==> src/hdl/see_pkg.sv <==
// shared types, constants and codes for the stack expression evaluator
// no dependencies; see_intf, see_div, see_front, see_back and the top level use this package
`default_nettype none

package see_pkg;

    // field widths
    localparam int SYM_W    = 8;
    localparam int DATA_W   = 32;
    localparam int STATUS_W = 2;

    // configuration port
    localparam int APB_ADDR_W = 3;
    localparam int APB_DATA_W = 32;
    localparam int REG_PREFIX_MODE = 0;

    // default stack size
    localparam int STACK_DEPTH_DEF = 128;

    // front to back queue
    localparam int Q_DEPTH = 2;
    localparam int QP_W    = $clog2(Q_DEPTH);
    localparam int QC_W    = $clog2(Q_DEPTH + 1);

    // divider: numerator is |left| shifted up by the Q16.16 scale
    localparam int FRAC_W    = 16;
    localparam int DIV_NUM_W = DATA_W + FRAC_W;
    localparam int DIV_CNT_W = $clog2(DIV_NUM_W);

    // ascii codes
    localparam logic [SYM_W-1:0] CHR_ZERO  = 8'h30;
    localparam logic [SYM_W-1:0] CHR_NINE  = 8'h39;
    localparam logic [SYM_W-1:0] CHR_PLUS  = 8'h2B;
    localparam logic [SYM_W-1:0] CHR_MINUS = 8'h2D;
    localparam logic [SYM_W-1:0] CHR_STAR  = 8'h2A;
    localparam logic [SYM_W-1:0] CHR_SLASH = 8'h2F;

    // q16.16 constants
    localparam logic signed [DATA_W-1:0] NEG_ONE = 32'shFFFF_0000;
    localparam logic signed [DATA_W-1:0] VAL_MAX = 32'sh7FFF_FFFF;
    localparam logic signed [DATA_W-1:0] VAL_MIN = 32'sh8000_0000;

    // result status codes
    typedef enum logic [STATUS_W-1:0] {
        ST_OK    = 2'd0,
        ST_UNDER = 2'd1,
        ST_OVER  = 2'd2,
        ST_DIVZ  = 2'd3
    } status_t;

    // symbol classes
    typedef enum logic [2:0] {
        OP_DIGIT,
        OP_ADD,
        OP_SUB,
        OP_MUL,
        OP_DIV,
        OP_OTHER
    } op_t;

    // classified symbol as queued between front and back
    typedef struct packed {
        op_t        op;
        logic [3:0] digit;
        logic       last;
        logic       prefix;
    } q_item_t;

    // back end sequencer states
    typedef enum logic [2:0] {
        BK_IDLE,
        BK_POP_A,
        BK_POP_B,
        BK_EXEC,
        BK_MUL,
        BK_DIV,
        BK_FIN_POP,
        BK_FIN_OUT
    } bk_state_t;

endpackage

`default_nettype wire

==> src/hdl/see_intf.sv <==
// valid/ready stream interfaces for symbols in and results out
// depends on see_pkg for field widths
`default_nettype none

interface see_sym_if;
    logic                       valid;
    logic                       ready;
    logic [see_pkg::SYM_W-1:0]  symbol;
    logic                       last_symbol;

    modport source (output valid, output symbol, output last_symbol, input ready);
    modport sink   (input valid, input symbol, input last_symbol, output ready);
endinterface


`default_nettype wire

==> src/hdl/see_front.sv <==
// front end: accepts symbol transactions, classifies them, queues them
// depends on see_pkg and the see_sym_if interface
`default_nettype none

module see_front (
    input  wire logic            clk,
    input  wire logic            rst_n,
    input  wire logic            prefix_mode,
    see_sym_if.sink              symbols,
    output      logic            q_valid,
    input  wire logic            q_ready,
    output      see_pkg::q_item_t q_item
);
    import see_pkg::*;

    q_item_t         fifo_reg [Q_DEPTH];
    logic [QP_W-1:0] wr_ptr_reg, wr_ptr_next;
    logic [QP_W-1:0] rd_ptr_reg, rd_ptr_next;
    logic [QC_W-1:0] count_reg,  count_next;
    logic            push;
    logic            pop;
    q_item_t         cls;

    // sort a symbol into digit or operator
    function automatic q_item_t classify(logic [SYM_W-1:0] sym, logic last, logic prefix);
        q_item_t     it;
        logic [SYM_W-1:0] off;
        off       = sym - CHR_ZERO;
        it.digit  = off[3:0];
        it.last   = last;
        it.prefix = prefix;
        if (sym >= CHR_ZERO && sym <= CHR_NINE)
        begin
            it.op = OP_DIGIT;
        end
        else
        begin
            case (sym)
                CHR_PLUS:  it.op = OP_ADD;
                CHR_MINUS: it.op = OP_SUB;
                CHR_STAR:  it.op = OP_MUL;
                CHR_SLASH: it.op = OP_DIV;
                default:   it.op = OP_OTHER;
            endcase
        end
        return it;
    endfunction

    function automatic logic [QP_W-1:0] ptr_inc(logic [QP_W-1:0] p);
        return (p == QP_W'(Q_DEPTH - 1)) ? '0 : p + 1'b1;
    endfunction

    // handshake
    assign symbols.ready = (count_reg != QC_W'(Q_DEPTH));
    assign push          = symbols.valid && symbols.ready;
    assign q_valid       = (count_reg != '0);
    assign pop           = q_valid && q_ready;
    assign q_item        = fifo_reg[rd_ptr_reg];
    assign cls           = classify(symbols.symbol, symbols.last_symbol, prefix_mode);

    // queue pointers
    always_comb
    begin
        wr_ptr_next = push ? ptr_inc(wr_ptr_reg) : wr_ptr_reg;
        rd_ptr_next = pop  ? ptr_inc(rd_ptr_reg) : rd_ptr_reg;
        count_next  = count_reg;
        if (push && !pop)
        begin
            count_next = count_reg + 1'b1;
        end
        else if (pop && !push)
        begin
            count_next = count_reg - 1'b1;
        end
    end

    always_ff @(posedge clk or negedge rst_n)
    begin
        if (!rst_n)
        begin
            wr_ptr_reg <= '0;
            rd_ptr_reg <= '0;
            count_reg  <= '0;
        end
        else
        begin
            wr_ptr_reg <= wr_ptr_next;
            rd_ptr_reg <= rd_ptr_next;
            count_reg  <= count_next;
        end
    end

    // queue storage
    always_ff @(posedge clk)
    begin
        if (push)
        begin
            fifo_reg[wr_ptr_reg] <= cls;
        end
    end

    // checks
    a_count_bound: assert property (@(posedge clk) disable iff (!rst_n)
        count_reg <= QC_W'(Q_DEPTH))
        else $error("queue count beyond depth");

    a_count_up: assert property (@(posedge clk) disable iff (!rst_n)
        (push && !pop) |=> (count_reg == $past(count_reg) + 1'b1))
        else $error("queue count did not rise on accept");

    a_count_down: assert property (@(posedge clk) disable iff (!rst_n)
        (pop && !push) |=> (count_reg == $past(count_reg) - 1'b1))
        else $error("queue count did not fall on hand-off");

endmodule

`default_nettype wire

==> src/flat_wrapper.sv <==
// flat-port wrapper written by rule: the top's interface ports become plain ports
module see_front_flat import see_pkg::*;
  (clk, rst_n, prefix_mode, q_valid, q_ready, q_item, symbols_valid, symbols_symbol, symbols_last_symbol, symbols_ready);
  see_sym_if symbols_i ();
  input  wire logic clk;
  input  wire logic rst_n;
  input  wire logic prefix_mode;
  output      logic q_valid;
  input  wire logic q_ready;
  output      see_pkg::q_item_t q_item;
  input wire logic [$bits(symbols_i.valid)-1:0] symbols_valid;
  input wire logic [$bits(symbols_i.symbol)-1:0] symbols_symbol;
  input wire logic [$bits(symbols_i.last_symbol)-1:0] symbols_last_symbol;
  output wire logic [$bits(symbols_i.ready)-1:0] symbols_ready;
  assign symbols_i.valid = symbols_valid;
  assign symbols_i.symbol = symbols_symbol;
  assign symbols_i.last_symbol = symbols_last_symbol;
  assign symbols_ready = symbols_i.ready;
  see_front u_core (.clk(clk), .rst_n(rst_n), .prefix_mode(prefix_mode), .symbols(symbols_i), .q_valid(q_valid), .q_ready(q_ready), .q_item(q_item));
endmodule
==> config.mk <==
export PLATFORM = sky130hd
export DESIGN_NAME = see_front_flat
export DESIGN_NICKNAME = d
export VERILOG_FILES = /design/src/hdl/see_pkg.sv /design/src/hdl/see_intf.sv /design/src/hdl/see_front.sv /design/src/flat_wrapper.sv
export SDC_FILE = /design/constraint.sdc
export NUM_CORES = 1
export LEC_CHECK = 0
export BUFFER_PORTS_ARGS = -buffer_cell sky130_fd_sc_hd__buf_2
export CORE_UTILIZATION = 45
export DETAILED_ROUTE_END_ITERATION = 10
export PLACE_DENSITY = 0.72
export REMOVE_ABC_BUFFERS = 1
export SYNTH_ARGS = -nofsm -noshare
export SYNTH_HDL_FRONTEND = slang
export SYNTH_SLANG_ARGS = --single-unit
==> constraint.sdc <==
create_clock -name clk -period 1.3 [get_ports clk]
set_input_delay 0.195 -clock clk [delete_from_list [all_inputs] [get_ports clk]]
set_output_delay 0.195 -clock clk [all_outputs]
set_load 0.01 [all_outputs]
# [Word level (Yosys, flattened, before mapping)]
# Memory sizes are Yosys's and may differ from the RTL's.
# Cells that the tools add are included.
# W data, S select, Z words.
[word_totals] regBits=4 ramBits=18 in_bits=14 out_inout_bits=11 elab_cells=33 memories=1
[op_classes] n_addsub=5 n_lt_le_gt_ge=2 eq_ne=5 n_mux=8 n_reduce_logical=9
[memory_table] name="u_core.fifo_reg" words=2 width=9 read_ports=1 rd_clocked_by_memory_dff=0 wr=1 line="see_front.sv:16" rtl="q_item_t fifo_reg [Q_DEPTH];"
[ops] operator="$eq A8 B6 Y1 const B" count=4
[ops] operator="$pmux W3 S4" count=1
[ops] operator="$ge A8 B6 Y1 const B" count=1
[ops] operator="$le A8 B6 Y1 const B" count=1
[ops] operator="$logic_and A1 B1 Y1" count=5
[ops] operator="$mux W1" count=4
[ops] operator="$mux W2" count=2
[ops] operator="$reduce_bool A2 Y1" count=2
[ops] operator="$sub A4 B1 Y4 const B" count=1
[ops] operator="$mux W3" count=1
[ops] operator="$add A1 B1 Y1 const B" count=2
[ops] operator="$add A2 B1 Y2 const B" count=1
[ops] operator="$logic_not A1 Y1" count=2
[ops] operator="$ne A2 B2 Y1 const B" count=1
[ops] operator="$sub A2 B1 Y2 const B" count=1

# [Depth between registers and ports, before layout]
[logic_depth] ltp_word=6 mapped_depth=7 depth_no_buf=7

# [Worst setup path before layout]
# No wires, ideal clock.
[synth_path] kind="flip-flop to flip-flop" from="register u_core.count_reg[0]" to="memory u_core.fifo_reg[0][0] (netlist name) (enable)" setup_time_ns=0.374 t_arrival_ns=1.057 required_ns=0.926 setup_slack_ns=-0.131 path_stages_with_launch=4 n_path_buf=0 synth_period_minus_slack_ns=1.431 cell_sequence="dfrtp_1 > nand2b_4 > nand2_1 > nor2_1"
[synth_between] elab_chain_len=4
[synth_rtl] element="start, declared" line="see_front.sv:19" rtl="logic [QC_W-1:0] count_reg, count_next;"
[synth_rtl] element="start signal, assigned" line="see_front.sv:89" rtl="count_reg <= count_next;"
[synth_rtl] element="$ne A2 B2 Y1" line="see_front.sv:54" rtl="assign symbols.ready = (count_reg != QC_W'(Q_DEPTH));"
[synth_rtl] element="via symbols_ready" line="flat_wrapper.sv:14" rtl="output wire logic [$bits(symbols_i.ready)-1:0] symbols_ready;"
[synth_rtl] element="$logic_and A1 B1 Y1" line="see_front.sv:55" rtl="assign push = symbols.valid && symbols.ready;"
[synth_rtl] element="$mux W1" line="see_front.sv:96" rtl="if (push)"
[synth_rtl] element="$mux W1 (not written as such)" line="see_front.sv:98" rtl="fifo_reg[wr_ptr_reg] <= cls;"
[synth_rtl] element="end, declared" line="see_front.sv:16"
# The timed path passes the listed nets, and every way through them passes these cells.

==> flow_metrics.tcl <==
set metrics [dict create \
    status "finished with violations" \
    violations "negative setup slack" \
    antenna_found_initial 0 \
    grt_pass1_vias 549 \
    cellPowerDensity_nw_per_um2 2084 \
    crit_chain "buf_6 -> mux2_2 -> buf_6" \
    fin_ws_ns -0.1665 \
    crit_arrival_ns 1.27 \
    die_w_um 48.06 \
    grt_pass1_wl_um 2435 \
    route.detailed.drc 0 \
    firstDrtPassIters 4 \
    ys_seq_area_frac 0.6710 \
    final_util 0.6862 \
    cts-root-buf "clkbuf_4" \
    clk_latency_ns 0.31 \
    grt_usage 0.1709 \
    wl_per_cell_um 14.60 \
    end_kind "output port" \
    ys_warn_count 0 \
    cp_num_buf_inv 2 \
    cpLargestDelayFamily "flip-flops" \
    drive_above_1_share 0.5743 \
    diodes 0 \
    cts_buffer_depth 2 \
    via_count 613 \
    use_met2 0.3162 \
    ys_seq_elements 22 \
    min_period_ns 1.467 \
    totalWireLength_um 1869 \
    cellLeakagePower_nw 0.5374 \
    power_mw 2.835 \
    met1_usage 0.1956 \
    cts_tree "yes" \
    core_area_um2 1982 \
    setup_tns_ns -1.886 \
    htreeDepth 1 \
    hold_violations 0 \
    avgSynthCellArea_um2 15.65 \
    die_h_um 48.06 \
    finClkSkew_ns 0.009237 \
    crit_type "reg2out" \
    synth_area_leaders "edfxtp_1, mux2_2, dfrtp_1" \
    synthFlopType "edfxtp_1" \
    syn_inst 61 \
    final_nets 117 \
    synth_edf_count 18 \
    critPathSlowestCell "dfrtp_2" \
    ys_types 23 \
    cpPeakStageDelay_ns 0.39 \
    placed_cell_area_um2 1139 \
    first_iter_violations 4 \
    clk_pin_slew_ns 0.12 \
    largest_register_ff_count 18 \
    synth_top_cell_by_area "edfxtp_1" \
    routabilityCongestion 0.7704 \
    worst_slew_pin_slew_ns 0.2784 \
    cp-start-kind "flip-flop" \
    numCtsBuffers 3 \
    io_pins 25 \
    fin_hold_ws_ns 0.07324 \
    rsz0062_at_grt "true" \
    port_buffers 24 \
    hp-class "in2reg" \
    required_ns 1.11 \
    finish.instance_area_um2 1360 \
    slew_headroom 0.8140 \
    grt-ovfl-total 0 \
    cp_max_fo 5 \
    syn-cell-area_um2 954.7 \
    use_met3 0.03774 \
    cts.sinks 22 \
    async_flop_share 0.1818 \
    grt_max_degree 13 \
    setup_viol 21 \
    timing.final.crit_share 1.128 \
    dieArea_um2 2310 \
    top_usage_layer "met2" \
    synth_top_area_frac 0.5662 \
    fp-row-count 16 \
    syn_to_final_growth_pct 42.46 \
    fmax_ghz 0.6819 \
    drv_slew 0 \
    timing.critical_path.mode_cell "buf_6" \
    initial_utilization 0.4817 \
    r2r_slack_ns -0.10 \
    detail-route-antenna-nets 0 \
    viasPerCell 4.789 \
    maxCapViolations 0 \
    ir_drop_v 0.001264 \
]
## cells by family after synthesis
| kind of cell | synth area share |
|---|---|
| xor gates and xnor gates | 0.04588 |
| buffers and inverters | 0.01573 |
| AOI/OAI and AO/OA | 0.03538 |
| and+or+nand+nor | 0.1127 |
| adders and majority gates | 0.01310 |
| DFF | 0.6710 |
| muxes | 0.1062 |
## placed cells by master, fill, tap and decap left out, types with 2 or more instances in the layout
master,count
buf_4,5
clkbuf_4,3
nand2b_1,2
xnor2_1,3
dfrtp_1,3
buf_2,13
nand2_1,2
nand2_4,2
o21ai_0,3
buf_6,18
edfxtp_1,18
mux2_2,9
## synth_stat cells (all sizes together), types with 2 or more instances
| cell type | count |
|---|---|
| edfxtp | 18 |
| mux2 | 9 |
| dfrtp | 4 |
| nand2 | 4 |
| nand2b | 3 |
| o21ai | 3 |
| xnor2 | 3 |
| inv | 2 |
| nor2 | 2 |
| xor2 | 2 |
## power by group
part	total, mW	switching [mW]	internal (mW)
clock network	0.311	0.199	0.112
logic	1.46	0.595	0.863
registers	1.07	0.0901	0.976
## area by class of cell
type / count / area, um^2
Clock buffer: 3 / 22.52
Clock inverter: 1 / 3.754
Fill cell: 140 / 621.8
Inverter: 2 / 7.507
Multi-Input combinational cell: 36 / 335.3
Sequential cell: 22 / 641.9
Tap cell: 27 / 33.78
Timing Repair Buffer: 37 / 315.3
## per-layer routing
layer	vias to the layer above	share of wire	wire (um)
met3	3	0.035	66
met5	-	0	0
met2	20	0.55	1029
met1	286	0.40	750
li1	304	-	-
met4	0	0.012	22
## what timing repair did
| action | CTS | global route |
|---|---|---|
| hold buffers | 1 | 0 |
| gates cloned | 1 | 0 |
| endpoints found under the hold margin | 4 | 0 |
| gates resized for setup | 27 | 3 |
| setup endpoints to repair | 22 | 21 |
| buffers inserted | 6 | 0 |
| pin swaps | 8 | 6 |
## per-stage QoR
| stage | worst slack (ns) | instances |
|---|---|---|
| CTS | -0.1745 | 128 |
| global route | -0.2211 | 128 |
| floorplan | -0.1312 | 60 |
| detailed placement | -0.08179 | 116 |
| finish | -0.1665 | 128 |
| global placement | -0.03567 | 116 |
## final timing paths
path / from / depth (start not counted) / end
setup / recovery: u_core.rd_ptr_reg / 3 / q_item[2]
hold / removal: prefix_mode / 1 / u_core.fifo_reg[1][0]
setup reg to reg: u_core.count_reg[0] / 7 / u_core.count_reg[1]
hold reg to reg: u_core.wr_ptr_reg / 1 / u_core.wr_ptr_reg
max in group asynchronous: rst_n / 2 / u_core.rd_ptr_reg
min in group asynchronous: rst_n / 2 / u_core.count_reg[0]
No activity file was read; power rests on OpenSTA's default activity.
